`src/rtl/line_editor_with_word_motion_unit_defines.svh`:
```
// Assertion macros shared by the line editor RTL.
`ifndef LINE_EDITOR_WITH_WORD_MOTION_UNIT_DEFINES_SVH
`define LINE_EDITOR_WITH_WORD_MOTION_UNIT_DEFINES_SVH

// Same-cycle implication, disabled in reset.
`define LEWM_ASSERT_IMPL(label, clk, rst_n, pre, post, msg) \
    label: assert property (@(posedge clk) disable iff (!rst_n) (pre) |-> (post)) \
        else $error(msg);

// Next-cycle implication, disabled in reset.
`define LEWM_ASSERT_NEXT(label, clk, rst_n, pre, post, msg) \
    label: assert property (@(posedge clk) disable iff (!rst_n) (pre) |=> (post)) \
        else $error(msg);

`endif

```
`src/rtl/lewm_pkg.sv`:
```
// Shared types, codes and constants of the line editor.
package lewm_pkg;

    localparam int LINE_BUF_DEF = 64;
    localparam int QUEUE_DEPTH  = 2;
    localparam int OUT_DATA_W   = 24;

    localparam logic [1:0] OP_CHAR    = 2'd0;
    localparam logic [1:0] OP_PRESS   = 2'd1;
    localparam logic [1:0] OP_RELEASE = 2'd2;
    localparam logic [1:0] OP_SUBMIT  = 2'd3;

    localparam logic [7:0] KEY_CTRL  = 8'd0;
    localparam logic [7:0] KEY_LEFT  = 8'd1;
    localparam logic [7:0] KEY_RIGHT = 8'd2;
    localparam logic [7:0] KEY_DEL   = 8'd3;
    localparam logic [7:0] KEY_BACK  = 8'd4;
    localparam logic [7:0] KEY_HOME  = 8'd5;
    localparam logic [7:0] KEY_END   = 8'd6;

    localparam logic [7:0] SPACE_CODE     = 8'd32;
    localparam logic [7:0] PRINTABLE_LAST = 8'd126;

    typedef enum logic [3:0] {
        CMD_IGNORE,
        CMD_INSERT,
        CMD_LEFT,
        CMD_RIGHT,
        CMD_WLEFT,
        CMD_WRIGHT,
        CMD_DEL,
        CMD_WDEL,
        CMD_BACK,
        CMD_WBACK,
        CMD_HOME,
        CMD_END,
        CMD_SUBMIT
    } cmd_kind_t;

    typedef struct packed {
        cmd_kind_t  kind;
        logic [7:0] ch;
    } cmd_t;

    typedef enum logic [2:0] {
        ST_IDLE,
        ST_SHIFT,
        ST_PUT,
        ST_SCAN,
        ST_REMOVE,
        ST_SUBMIT,
        ST_EMIT
    } back_state_t;

endpackage

```
`src/rtl/lewm_front.sv`:
```
// Input stage: accepts beats, tracks the control key and classifies commands.
module lewm_front (
    input  logic          clk,
    input  logic          rst_n,
    input  logic          s_tvalid,
    output logic          s_tready,
    input  logic [7:0]    s_tdata,   // key_code
    input  logic [1:0]    s_tuser,   // opcode
    output logic          q_valid,
    input  logic          q_ready,
    output lewm_pkg::cmd_t q_cmd
);
    import lewm_pkg::*;

    logic ctrl_reg;
    logic ctrl_next;
    logic accept;

    assign s_tready = q_ready;
    assign q_valid  = s_tvalid;
    assign accept   = s_tvalid && q_ready;

    always_comb
    begin
        q_cmd.ch   = s_tdata;
        q_cmd.kind = CMD_IGNORE;
        ctrl_next  = ctrl_reg;
        unique case (s_tuser)
            OP_CHAR:
            begin
                if (s_tdata >= SPACE_CODE && s_tdata <= PRINTABLE_LAST)
                begin
                    q_cmd.kind = CMD_INSERT;
                end
            end
            OP_PRESS:
            begin
                priority case (s_tdata)
                    KEY_CTRL:  ctrl_next  = 1'b1;
                    KEY_LEFT:  q_cmd.kind = ctrl_reg ? CMD_WLEFT : CMD_LEFT;
                    KEY_RIGHT: q_cmd.kind = ctrl_reg ? CMD_WRIGHT : CMD_RIGHT;
                    KEY_DEL:   q_cmd.kind = ctrl_reg ? CMD_WDEL : CMD_DEL;
                    KEY_BACK:  q_cmd.kind = ctrl_reg ? CMD_WBACK : CMD_BACK;
                    KEY_HOME:  q_cmd.kind = CMD_HOME;
                    KEY_END:   q_cmd.kind = CMD_END;
                    default:   q_cmd.kind = CMD_IGNORE;
                endcase
            end
            OP_RELEASE:
            begin
                if (s_tdata == KEY_CTRL)
                begin
                    ctrl_next = 1'b0;
                end
            end
            OP_SUBMIT:
            begin
                q_cmd.kind = CMD_SUBMIT;
                ctrl_next  = 1'b0;
            end
        endcase
    end

    always_ff @(posedge clk or negedge rst_n)
    begin
        if (!rst_n)
        begin
            ctrl_reg <= 1'b0;
        end
        else if (accept)
        begin
            ctrl_reg <= ctrl_next;
        end
    end

endmodule

```
`src/rtl/lewm_queue.sv`:
```
// Short command queue between the input stage and the edit engine.
module lewm_queue (
    input  logic           clk,
    input  logic           rst_n,
    input  logic           push_valid,
    output logic           push_ready,
    input  lewm_pkg::cmd_t push_cmd,
    output logic           pop_valid,
    input  logic           pop_ready,
    output lewm_pkg::cmd_t pop_cmd
);
    import lewm_pkg::*;

`include "line_editor_with_word_motion_unit_defines.svh"

    localparam int PW = (QUEUE_DEPTH > 1) ? $clog2(QUEUE_DEPTH) : 1;
    localparam int CW = $clog2(QUEUE_DEPTH + 1);
    localparam logic [CW-1:0] FULL_COUNT = CW'(QUEUE_DEPTH);
    localparam logic [PW-1:0] LAST_SLOT  = PW'(QUEUE_DEPTH - 1);

    cmd_t          slot_reg [QUEUE_DEPTH];
    logic [PW-1:0] wr_ptr_reg;
    logic [PW-1:0] rd_ptr_reg;
    logic [CW-1:0] count_reg;
    logic          push;
    logic          pop;

    assign push_ready = (count_reg != FULL_COUNT);
    assign pop_valid  = (count_reg != '0);
    assign pop_cmd    = slot_reg[rd_ptr_reg];
    assign push       = push_valid && push_ready;
    assign pop        = pop_valid && pop_ready;

    always_ff @(posedge clk)
    begin
        if (push)
        begin
            slot_reg[wr_ptr_reg] <= push_cmd;
        end
    end

    always_ff @(posedge clk or negedge rst_n)
    begin
        if (!rst_n)
        begin
            wr_ptr_reg <= '0;
            rd_ptr_reg <= '0;
            count_reg  <= '0;
        end
        else
        begin
            if (push)
            begin
                wr_ptr_reg <= (wr_ptr_reg == LAST_SLOT) ? '0 : wr_ptr_reg + PW'(1);
            end
            if (pop)
            begin
                rd_ptr_reg <= (rd_ptr_reg == LAST_SLOT) ? '0 : rd_ptr_reg + PW'(1);
            end
            if (push && !pop)
            begin
                count_reg <= count_reg + CW'(1);
            end
            else if (pop && !push)
            begin
                count_reg <= count_reg - CW'(1);
            end
        end
    end

    `LEWM_ASSERT_IMPL(a_count_bound, clk, rst_n, 1'b1, count_reg <= FULL_COUNT, "queue overfilled")

endmodule

```
`src/rtl/lewm_back.sv`:
```
// Edit engine: line memory, cursor and length, sequencer and result register.
module lewm_back #(
    parameter int LINE_BUF = lewm_pkg::LINE_BUF_DEF
) (
    input  logic                            clk,
    input  logic                            rst_n,
    input  logic                            q_valid,
    output logic                            q_ready,
    input  lewm_pkg::cmd_t                  q_cmd,
    output logic                            m_tvalid,
    input  logic                            m_tready,
    output logic [lewm_pkg::OUT_DATA_W-1:0] m_tdata,  // consumed, cursor_pos, line_length, out_char
    output logic [0:0]                      m_tuser,  // char_valid
    output logic                            m_tlast
);
    import lewm_pkg::*;

`include "line_editor_with_word_motion_unit_defines.svh"

    localparam int AW = $clog2(LINE_BUF);
    localparam logic [AW-1:0] LEN_MAX = AW'(LINE_BUF - 1);

    logic [7:0]    mem [LINE_BUF];
    logic [7:0]    rdata_reg;
    logic          mem_we;
    logic [AW-1:0] mem_wa;
    logic [7:0]    mem_wd;
    logic [AW-1:0] rd_addr;

    back_state_t   state_reg, state_next;
    logic [AW-1:0] len_reg, len_next;
    logic [AW-1:0] cur_reg, cur_next;
    logic [AW-1:0] p_reg, p_next;
    logic [AW-1:0] n_reg, n_next;
    logic [AW-1:0] subn_reg, subn_next;
    logic          pend_reg, pend_next;
    logic          phase_reg, phase_next;
    logic          sp_reg, sp_next;
    cmd_kind_t     kind_reg, kind_next;
    logic [7:0]    ch_reg, ch_next;
    logic          consumed_reg, consumed_next;

    logic                  out_valid_reg;
    logic [OUT_DATA_W-1:0] out_data_reg;
    logic                  out_user_reg;
    logic                  out_last_reg;
    logic                  out_free;
    logic                  out_load;
    logic [7:0]            ld_char;
    logic                  ld_valid;
    logic                  ld_last;

    logic          is_left;
    logic          is_del;
    logic          at_bound;
    logic          blank;
    logic          do_step;
    logic          scan_done;
    logic [AW-1:0] p_step;
    logic [AW-1:0] ex_addr;
    logic [AW-1:0] step_addr;
    logic [AW-1:0] sh_j;
    logic [AW-1:0] rm_j;
    logic [AW:0]   rm_sum;
    logic [AW+5:0] cur_ext;
    logic [AW+5:0] len_ext;

    assign out_free  = !out_valid_reg || m_tready;
    assign is_left   = (kind_reg == CMD_WLEFT) || (kind_reg == CMD_WBACK);
    assign is_del    = (kind_reg == CMD_WDEL) || (kind_reg == CMD_WBACK);
    assign at_bound  = is_left ? (p_reg == '0) : (p_reg == len_reg);
    assign blank     = (rdata_reg == SPACE_CODE);
    assign p_step    = is_left ? p_reg - AW'(1) : p_reg + AW'(1);
    assign ex_addr   = is_left ? p_reg - AW'(1) : p_reg;
    assign step_addr = is_left ? p_reg - AW'(2) : p_reg + AW'(1);
    assign sh_j      = pend_reg ? p_reg - AW'(1) : p_reg;
    assign rm_j      = pend_reg ? p_reg + AW'(1) : p_reg;
    assign rm_sum    = {1'b0, rm_j} + {1'b0, n_reg};
    assign cur_ext   = {6'd0, cur_reg};
    assign len_ext   = {6'd0, len_reg};
    assign q_ready   = (state_reg == ST_IDLE);

    always_comb
    begin
        state_next    = state_reg;
        len_next      = len_reg;
        cur_next      = cur_reg;
        p_next        = p_reg;
        n_next        = n_reg;
        subn_next     = subn_reg;
        pend_next     = pend_reg;
        phase_next    = phase_reg;
        sp_next       = sp_reg;
        kind_next     = kind_reg;
        ch_next       = ch_reg;
        consumed_next = consumed_reg;
        mem_we        = 1'b0;
        mem_wa        = p_reg;
        mem_wd        = rdata_reg;
        rd_addr       = p_reg;
        out_load      = 1'b0;
        ld_char       = '0;
        ld_valid      = 1'b0;
        ld_last       = 1'b1;
        do_step       = 1'b0;
        scan_done     = 1'b0;
        unique case (state_reg)
            ST_IDLE:
            begin
                if (q_valid)
                begin
                    kind_next     = q_cmd.kind;
                    ch_next       = q_cmd.ch;
                    consumed_next = (q_cmd.kind != CMD_IGNORE);
                    p_next        = cur_reg;
                    pend_next     = 1'b0;
                    phase_next    = 1'b0;
                    state_next    = ST_EMIT;
                    unique case (q_cmd.kind)
                        CMD_IGNORE: ;
                        CMD_INSERT:
                        begin
                            if (len_reg < LEN_MAX)
                            begin
                                p_next     = len_reg;
                                state_next = ST_SHIFT;
                            end
                        end
                        CMD_LEFT:
                        begin
                            if (cur_reg != '0)
                            begin
                                cur_next = cur_reg - AW'(1);
                            end
                        end
                        CMD_RIGHT:
                        begin
                            if (cur_reg != len_reg)
                            begin
                                cur_next = cur_reg + AW'(1);
                            end
                        end
                        CMD_WLEFT, CMD_WRIGHT, CMD_WDEL, CMD_WBACK:
                        begin
                            state_next = ST_SCAN;
                        end
                        CMD_DEL:
                        begin
                            if (cur_reg != len_reg)
                            begin
                                n_next     = AW'(1);
                                state_next = ST_REMOVE;
                            end
                        end
                        CMD_BACK:
                        begin
                            if (cur_reg != '0)
                            begin
                                cur_next   = cur_reg - AW'(1);
                                p_next     = cur_reg - AW'(1);
                                n_next     = AW'(1);
                                state_next = ST_REMOVE;
                            end
                        end
                        CMD_HOME: cur_next = '0;
                        CMD_END:  cur_next = len_reg;
                        CMD_SUBMIT:
                        begin
                            subn_next = len_reg;
                            len_next  = '0;
                            cur_next  = '0;
                            p_next    = '0;
                            if (len_reg != '0)
                            begin
                                state_next = ST_SUBMIT;
                            end
                        end
                        default: ;
                    endcase
                end
            end
            ST_SHIFT:
            begin
                if (pend_reg)
                begin
                    mem_we = 1'b1;
                    mem_wa = p_reg;
                    mem_wd = rdata_reg;
                end
                p_next = sh_j;
                if (sh_j > cur_reg)
                begin
                    rd_addr   = sh_j - AW'(1);
                    pend_next = 1'b1;
                end
                else
                begin
                    pend_next  = 1'b0;
                    state_next = ST_PUT;
                end
            end
            ST_PUT:
            begin
                mem_we     = 1'b1;
                mem_wa     = cur_reg;
                mem_wd     = ch_reg;
                cur_next   = cur_reg + AW'(1);
                len_next   = len_reg + AW'(1);
                state_next = ST_EMIT;
            end
            ST_SCAN:
            begin
                if (at_bound)
                begin
                    scan_done = 1'b1;
                end
                else if (!pend_reg)
                begin
                    rd_addr   = ex_addr;
                    pend_next = 1'b1;
                end
                else
                begin
                    rd_addr = ex_addr;
                    if (is_del)
                    begin
                        if (!phase_reg)
                        begin
                            sp_next    = blank;
                            phase_next = 1'b1;
                            do_step    = 1'b1;
                        end
                        else if (blank == sp_reg)
                        begin
                            do_step = 1'b1;
                        end
                        else
                        begin
                            scan_done = 1'b1;
                        end
                    end
                    else
                    begin
                        if (!phase_reg)
                        begin
                            if (blank)
                            begin
                                do_step = 1'b1;
                            end
                            else
                            begin
                                phase_next = 1'b1;
                            end
                        end
                        else if (!blank)
                        begin
                            do_step = 1'b1;
                        end
                        else
                        begin
                            scan_done = 1'b1;
                        end
                    end
                    if (do_step)
                    begin
                        p_next  = p_step;
                        rd_addr = step_addr;
                    end
                end
                if (scan_done)
                begin
                    pend_next = 1'b0;
                    if (!is_del)
                    begin
                        cur_next   = p_reg;
                        state_next = ST_EMIT;
                    end
                    else if (kind_reg == CMD_WDEL)
                    begin
                        n_next     = p_reg - cur_reg;
                        p_next     = cur_reg;
                        state_next = (p_reg == cur_reg) ? ST_EMIT : ST_REMOVE;
                    end
                    else
                    begin
                        n_next     = cur_reg - p_reg;
                        cur_next   = p_reg;
                        state_next = (p_reg == cur_reg) ? ST_EMIT : ST_REMOVE;
                    end
                end
            end
            ST_REMOVE:
            begin
                if (pend_reg)
                begin
                    mem_we = 1'b1;
                    mem_wa = p_reg;
                    mem_wd = rdata_reg;
                end
                p_next = rm_j;
                if (rm_sum < {1'b0, len_reg})
                begin
                    rd_addr   = rm_sum[AW-1:0];
                    pend_next = 1'b1;
                end
                else
                begin
                    pend_next  = 1'b0;
                    len_next   = len_reg - n_reg;
                    state_next = ST_EMIT;
                end
            end
            ST_SUBMIT:
            begin
                if (!pend_reg)
                begin
                    pend_next = 1'b1;
                end
                else if (out_free)
                begin
                    out_load = 1'b1;
                    ld_char  = rdata_reg;
                    ld_valid = 1'b1;
                    ld_last  = (p_reg == subn_reg - AW'(1));
                    if (ld_last)
                    begin
                        pend_next  = 1'b0;
                        state_next = ST_IDLE;
                    end
                    else
                    begin
                        p_next  = p_reg + AW'(1);
                        rd_addr = p_reg + AW'(1);
                    end
                end
            end
            ST_EMIT:
            begin
                if (out_free)
                begin
                    out_load   = 1'b1;
                    state_next = ST_IDLE;
                end
            end
            default:
            begin
                state_next = ST_IDLE;
            end
        endcase
    end

    always_ff @(posedge clk)
    begin
        if (mem_we)
        begin
            mem[mem_wa] <= mem_wd;
        end
        rdata_reg <= mem[rd_addr];
    end

    always_ff @(posedge clk or negedge rst_n)
    begin
        if (!rst_n)
        begin
            state_reg     <= ST_IDLE;
            len_reg       <= '0;
            cur_reg       <= '0;
            p_reg         <= '0;
            n_reg         <= '0;
            subn_reg      <= '0;
            pend_reg      <= 1'b0;
            phase_reg     <= 1'b0;
            sp_reg        <= 1'b0;
            kind_reg      <= CMD_IGNORE;
            consumed_reg  <= 1'b0;
            out_valid_reg <= 1'b0;
        end
        else
        begin
            state_reg    <= state_next;
            len_reg      <= len_next;
            cur_reg      <= cur_next;
            p_reg        <= p_next;
            n_reg        <= n_next;
            subn_reg     <= subn_next;
            pend_reg     <= pend_next;
            phase_reg    <= phase_next;
            sp_reg       <= sp_next;
            kind_reg     <= kind_next;
            consumed_reg <= consumed_next;
            if (out_load)
            begin
                out_valid_reg <= 1'b1;
            end
            else if (m_tready)
            begin
                out_valid_reg <= 1'b0;
            end
        end
    end

    always_ff @(posedge clk)
    begin
        ch_reg <= ch_next;
        if (out_load)
        begin
            out_data_reg <= {3'd0, ld_char, len_ext[5:0], cur_ext[5:0], consumed_reg};
            out_user_reg <= ld_valid;
            out_last_reg <= ld_last;
        end
    end

    assign m_tvalid   = out_valid_reg;
    assign m_tdata    = out_data_reg;
    assign m_tuser[0] = out_user_reg;
    assign m_tlast    = out_last_reg;

    `LEWM_ASSERT_IMPL(a_cur_in_line, clk, rst_n, 1'b1, cur_reg <= len_reg, "cursor past line end")
    `LEWM_ASSERT_IMPL(a_len_bound, clk, rst_n, 1'b1, len_reg <= LEN_MAX, "line length overflow")
    `LEWM_ASSERT_NEXT(a_submit_clear, clk, rst_n, state_reg == ST_SUBMIT,
        len_reg == '0 && cur_reg == '0, "line not cleared during submit")

endmodule

```
`src/rtl/line_editor_with_word_motion_unit.sv`:
```
// Top level of the single-line editor with word motion.
// One item is taken at a time. A key item, an ignored item or a submit of an empty line gives
// one result beat once the output is free. An insert that fits first moves each character
// right of the cursor up by one. Word motion walks the line one character at a time. A delete
// or backspace that removes a character moves the characters behind it down. A word delete or
// backspace scans the characters to remove and then moves the rest of the line down. A submit
// streams the line one character per cycle while the sink is ready. The line memory has a
// single read port and a single write port, and every shift and scan walks it one entry per
// cycle. The line memory needs no clearing pass after reset. Results leave through a
// registered output stage, and a two-entry command queue lets new beats in while the engine
// works.
module line_editor_with_word_motion_unit #(
    parameter int LINE_BUF = lewm_pkg::LINE_BUF_DEF
) (
    input  logic                            clk,
    input  logic                            rst_n,
    input  logic                            s_tvalid,
    output logic                            s_tready,
    input  logic [7:0]                      s_tdata,  // key_code
    input  logic [1:0]                      s_tuser,  // opcode
    output logic                            m_tvalid,
    input  logic                            m_tready,
    output logic [lewm_pkg::OUT_DATA_W-1:0] m_tdata,  // consumed, cursor_pos, line_length, out_char
    output logic [0:0]                      m_tuser,  // char_valid
    output logic                            m_tlast
);
    import lewm_pkg::*;

    cmd_t front_cmd;
    cmd_t back_cmd;
    logic front_valid;
    logic front_ready;
    logic back_valid;
    logic back_ready;

    lewm_front u_front (
        .clk      (clk),
        .rst_n    (rst_n),
        .s_tvalid (s_tvalid),
        .s_tready (s_tready),
        .s_tdata  (s_tdata),
        .s_tuser  (s_tuser),
        .q_valid  (front_valid),
        .q_ready  (front_ready),
        .q_cmd    (front_cmd)
    );

    lewm_queue u_queue (
        .clk        (clk),
        .rst_n      (rst_n),
        .push_valid (front_valid),
        .push_ready (front_ready),
        .push_cmd   (front_cmd),
        .pop_valid  (back_valid),
        .pop_ready  (back_ready),
        .pop_cmd    (back_cmd)
    );

    lewm_back #(
        .LINE_BUF (LINE_BUF)
    ) u_back (
        .clk      (clk),
        .rst_n    (rst_n),
        .q_valid  (back_valid),
        .q_ready  (back_ready),
        .q_cmd    (back_cmd),
        .m_tvalid (m_tvalid),
        .m_tready (m_tready),
        .m_tdata  (m_tdata),
        .m_tuser  (m_tuser),
        .m_tlast  (m_tlast)
    );

endmodule
```
`config.mk`:
```
export PLATFORM = sky130hd
export DESIGN_NAME = line_editor_with_word_motion_unit
export DESIGN_NICKNAME = d
export VERILOG_FILES = /design/src/rtl/lewm_pkg.sv /design/src/rtl/lewm_front.sv /design/src/rtl/lewm_queue.sv /design/src/rtl/lewm_back.sv /design/src/rtl/line_editor_with_word_motion_unit.sv
export VERILOG_INCLUDE_DIRS = /design/src /design/src/rtl
export SDC_FILE = /design/constraint.sdc
export NUM_CORES = 1
export LEC_CHECK = 0
export ABC_AREA = 1
export BUFFER_PORTS_ARGS = -buffer_cell sky130_fd_sc_hd__clkbuf_2
export CAP_MARGIN = 20
export CORE_MARGIN = 4
export CORE_UTILIZATION = 55
export CTS_CLUSTER_SIZE = 12
export DETAILED_ROUTE_END_ITERATION = 8
export HOLD_SLACK_MARGIN = 0.05
export PLACE_DENSITY = 0.69
export SLEW_MARGIN = 20
export SYNTH_ARGS = -nofsm -noshare
export SYNTH_HDL_FRONTEND = slang
export SYNTH_SLANG_ARGS = --single-unit
```
`constraint.sdc`:
```
create_clock -name clk -period 5.1 [get_ports clk]
set_input_delay 0.255 -clock clk [delete_from_list [all_inputs] [get_ports clk]]
set_output_delay 0.255 -clock clk [all_outputs]
set_load 0.01 [all_outputs]
```
Yosys cells after proc, flatten, opt, wreduce, memory -nomap -nowiden
Memory sizes are Yosys's and may differ from the RTL's. A register that Yosys moved wholly into a read port is not among the register bits.
Cells that the tools add are included.

word-level totals
  register bits after elaboration = 78
  bits in latches = 0
  memory bits (writable) = 536
  bits in read-only memories = 0
  input port bits = 14
  output and inout bits = 28
  logic and storage cells = 264
  memories kept = 2

cells by class
  $add $sub $neg = 16
  multiply operators = 0
  divide/modulo/power cells = 0
  magnitude comparators = 5
  equality and inequality tests = 58
  shift operators = 0
  mux-type cells = 118
  bitwise logic cells = 2
  reduce and logical (&&, ||, !) cells = 42

memory list
  memory            depth  bits a word  rd ports  clocked after Yosys merged registers in  wr ports  line              RTL
  u_back.mem        64     8            1         1                                        1         lewm_back.sv:23   logic [7:0] mem [LINE_BUF];
  u_queue.slot_reg  2      12           1         0                                        1         lewm_queue.sv:21  cmd_t slot_reg [QUEUE_DEPTH];

operators by type and width
  cell                   number
  $mux W6                37
  $pmux W6 S3            3
  $pmux W6 S4            2
  $mux W1                45
  $mux W3                12
  $pmux W6 S5            1
  $eq A4 B3 Y1 const B   6
  $eq A4 B4 Y1 const B   6
  $eq A8 B3 Y1 const B   3
  $pmux W4 S6            1
  $pmux W6 S2            2
  $sub A6 B1 Y6 const B  4
  $ne A2 B1 Y1 const B   11
  $pmux W3 S7            1
  $add A6 B1 Y6 const B  3
  $eq A6 B6 Y1           3
  $sub A6 B6 Y6          3
  $eq A8 B2 Y1 const B   2
  $pmux W3 S5            1
  $mux W2                6
  $pmux W4 S3            1
  $reduce_and A4 Y1      3
  $reduce_bool A6 Y1     2
  $eq A3 B3 Y1 const B   3
  49 further kinds       80

Longest topological paths before layout
  depth in word-level cells = 15
  gate-level depth with buffers = 37
  gate-level depth less buffers = 34

Hierarchy
A second synthesis with hierarchy kept.

unflattened totals
  cells, all modules = 3211
  area total of the unflattened synthesis = 30857.1 µm²

by module, submodules not included
  module      times used  cells an instance  area each (µm²)  sequential area each (µm²)
  lewm_back   1           3054               29370.7          17516.8
  lewm_queue  1           91                 1119.8           820.8
  lewm_front  1           66                 366.6            25.0

Least setup slack after synthesis
Ideal clock, no wire load.

  path type = register to register
  start point = reg u_back.state_reg[1]
  end point = mem u_back.mem[0][5], data pin
  setup time = 0.702 ns
  data arrival time = 3.596 ns
  data required time = 4.398 ns
  setup slack = 0.802 ns
  stages on the path, launching flop included = 8
  buffers on the path = 2
  period minus slack after synthesis = 4.298 ns
  cell sequence = dfrtp_1 -> inv_1 -> nor2_1 -> inv_1 -> nor2_1 -> clkbuf_1 -> buf_2 -> o21ai_0

on the way
  cells in the longest elaborated chain, start to end = 2

RTL lines
  element                 line              RTL
  start, declared         lewm_back.sv:30   back_state_t state_reg, state_next;
  start signal, assigned  lewm_back.sv:380  state_reg <= state_next;
  $eq A3 B2 Y1            lewm_back.sv:107  unique case (state_reg)
  $mux W8                 -
  via u_back.mem_wd[5]    lewm_back.sv:27   logic [7:0] mem_wd;
  end, declared           lewm_back.sv:23

The timed path passes the listed nets, and every way through them passes these cells.

Worst setup path in the final report
  start point = reg u_back.p_reg[1]
  end point = reg u_back.rdata_reg[3] (read register of u_back.mem)

on the way
  cells in the longest elaborated chain, start to end = 6
  elaborated cells on any way between the ends = 24
  classes of those cells = add/sub (5); order compare (2); eq/ne (2); mux (14); reduce/logical (1)

RTL lines
  element                                   line                                                RTL
  start, declared                           lewm_back.sv:33                                     logic [AW-1:0] p_reg, p_next;
  start signal, assigned                    lewm_back.sv:383                                    p_reg <= p_next;
  $add A6 B1 Y6 (tied with other cells)     lewm_back.sv:75, lewm_back.sv:77, lewm_back.sv:333
  $mux W6 (on tied branches)                lewm_back.sv:77, lewm_back.sv:74, lewm_back.sv:75
  $add A6 B6 Y7 or $mux W6 (tied branches)  lewm_back.sv:78, lewm_back.sv:264
  $lt A7 B6 Y1 or $mux W6 (tied branches)   lewm_back.sv:301, lewm_back.sv:217
  $mux W6 (on tied branches)                lewm_back.sv:301, lewm_back.sv:213
  $pmux W6 S4 (*)                           lewm_back.sv:107
  end, declared                             lewm_back.sv:24                                     logic [7:0] rdata_reg;

Mark *: on every way between the ends. The rest lies on a longest branch, timed or not.
A chain may end at the register's enable or synchronous reset.

==> reports/qor.txt <==
Die height - 243.6 microns
Drt total wl - 89.67 mm
Met2 Track Usage GR - 45.54%
Status - completed
Placed Cells - 3869
Synth Cell Area - 30530 sq um
DR WL/cell - 22.34 microns
DR pass1 iterations - 5
Max Clock Freq - 208.3 MHz
Largest family of logic cells by synthesized area - simple AND/OR/NAND/NOR gates
Post-DP HPWL - 57.20 mm
Top Usage Layer GRT - met2
Share of cells above drive strength 1 - 9.308%
Setup TNS - 0 ns
Worst setup SP type - flop
Simple-gate share of the synthesized area - 24.84%
Count leader, synth - nand2_1
Final worst path period need - 4.801 ns
First-pass GRT wire length - 134.4 mm
Rel. slew slack - 27.59%
Hold Path Depth - 4
Xor/xnor cell area share of the yosys netlist - 0.9753%
Final ANT Viol Nets - 0
CTS clk-pin slew, worst paths - 0.06 ns
Post-Syn Instances - 3163
Hold path startpoint - s_tvalid
Worst-Skew Late Latency - 0.63 ns
Final RePlAce weighted congestion - 1.009
I/O Buffers - 38
Largest net degree at the start of global routing - 97
RR Startpoint - u_back.p_reg[1]$_DFFE_PN0P_
Clock skew - 0.02926 ns
Synth area leader - edfxtp_1
Crit-path max cell delay - 0.44 ns
Setup crit end kind - flop
Asr flop ratio synth - 7.556%
Residual DRC - 0
Worst R2R Path Depth - 32
Met1 GRT Util - 41.51%
Layout Cells excl Fill - 4014
Count of clock tree sinks - 622
FF-to-FF setup slack - 0.30 ns
Final #Nets - 3282
Core area - 54990 sq um
FP Rows - 86
Number of flops mapped to enable cells by yosys - 567
Met3 Track Usage GR - 5.778%
Dpl ws - 0.01035 ns
P&R area growth vs syn - 13.06%
Initial DRC count - 2837
Post-layout util - 62.78%
Endpoints failing setup - 0
Initial Util - 55.53%
Post-synthesis mux area share - 0%
Tot GR Track Use - 29.20%
Average via count per standard cell - 5.892
Initial antenna violation count - 0
Final hold vios - 0
Ant. Diodes - 0
Worst-path fanout max - 16
Register bit total from synthesis - 622
CP arrival - 5.31 ns
Die area - 59350 sq um
Max Cap Viol - 0
Fraction of synthesized cell area taken by the top area cell type - 55.76%
Worst-margin pin slew - 1.082 ns
Synth area leaders - edfxtp_1 (56%), nand3_1 (9.9%), nand2_1 (9.3%)
Register area share after synthesis - 60.14%
Synth Area in Adders - 2.106%
Post-synth cell types - 63
Worst min path class - input pin to flop
Prevailing post-synth register cell - edfxtp_1
GRT overflow - 0
Max clock buf depth - 3
Htree depth - 3
Critical path data required time - 5.61 ns
Final Slew Violations - 0
Compound-Gate Fraction of Synth Area - 4.577%
Fin crit share - 94.14%
Synth cell count leaders - nand2_1 (753), nand3_1 (605), edfxtp_1 (567), inv_1 (349), nor2_1 (193)
Die width - 243.6 microns
Max reg flops - 512
Most common cell on crit path - nor2_1
Slowest CP cell - dfrtp_2
I/O pin count - 42
CTS Buf Count - 68
Crit Path Class - flop to flop
Routed vias - 23650
Reg2reg end - u_back.rdata_reg[3]$_DFF_P_
CTS tree - yes
WHS Endpoint - u_queue.wr_ptr_reg$_DFFE_PN0P_
CTS Root Cell - clkbuf_16
Mapped Avg Cell Area - 9.653 sq um
Setup slack after layout - 0.2988 ns
Synth Warn # - 0
Vias in the first global route - 22790
-- repair_timing --
action	4_1_cts	5_1_grt
resized for setup	0	39
endpoints found under the hold margin	69	0
buffers inserted	0	6
setup endpoints to repair	0	8
hold buffers	12	0
-- layout make-up --
cell class | count | area (sq um)
tap | 748 | 935.9
timing repair buffer | 152 | 1500
fill | 4493 | 20470
clock buffer | 91 | 1841
multi-input combinational | 2009 | 10200
inverter | 366 | 1384
clock inverter | 26 | 297.8
sequential | 622 | 18360
-- cell usage in the layout, fill, tap and decap left out, types with 6 or more instances in the layout --
master,count
dfxtp_1,8
ha_1,45
dfrtp_1,46
o22ai_1,8
nand3_2,16
buf_12,11
clkbuf_1,20
o21ai_0,78
xnor2_1,12
nand3_1,590
nand3b_1,88
o21ai_1,6
clkinv_1,16
xor2_1,22
o211ai_1,14
nor2_2,6
nor3_1,14
clkbuf_16,78
buf_6,7
nand4_1,10
clkbuf_2,38
a31oi_1,6
nand2_2,7
edfxtp_1,567
nand2_1,750
dlygate4sd3_1,12
a21oi_1,54
o221ai_1,6
inv_2,12
buf_16,6
inv_1,347
buf_4,70
nor2_1,191
o31ai_1,6
o21ai_4,9
-- through the flow --
stage                     area [sq um]  hold slack, ns
after detailed placement         31780          0.4125
after global placement           31780          0.4044
after global routing             34520          0.1246
after floorplan                  30540        -0.04059
after CTS                        34030         0.06585
final                            34520         0.06486
-- worst max path at each step --
stage / startpoint / end
final: u_back.p_reg[1]$_DFFE_PN0P_ / u_back.rdata_reg[3]$_DFF_P_
after global routing: u_back.p_reg[1]$_DFFE_PN0P_ / u_back.rdata_reg[3]$_DFF_P_
after CTS: u_back.p_reg[1]$_DFFE_PN0P_ / u_back.rdata_reg[0]$_DFF_P_
after detailed placement: u_back.p_reg[1]$_DFFE_PN0P_ / u_back.rdata_reg[0]$_DFF_P_
after global placement: u_back.p_reg[0]$_DFFE_PN0P_ / u_back.rdata_reg[2]$_DFF_P_
after floorplan: u_back.state_reg[1]$_DFFE_PN0P_ / u_back.mem[0][5]$_DFFE_PP_
-- kinds of logic after synthesis --
family                     count (synthesis)
adders and majority gates                 49
xor gates and xnor gates                  34
AOI/OAI and AO/OA                        230
buffers and inverters                    535
and+or+nand+nor                         1692
other                                      1
DFF                                      622
-- worst max-delay path: cells and delay by family, from the launching register on --
family / cells / cell delay, ns
xor+xnor: 2 / 0.32
flops: 1 / 0.44
compound gates: 4 / 0.68
simple gates: 17 / 1.81
buf+inv: 6 / 0.65
fa+ha+maj: 3 / 0.81
-- per-layer routing --
| layer | share of wire (%) | wire length (microns) |
|---|---|---|
| met1 | 41 | 36490 |
| met2 | 46 | 40960 |
| met3 | 11 | 9534 |
| met4 | 3.0 | 2682 |
| met5 | 0 | 0 |
Power is left out: the tool's default activity adds up to more than one toggle a clock period on the data nets, which glitch-free logic cannot reach.
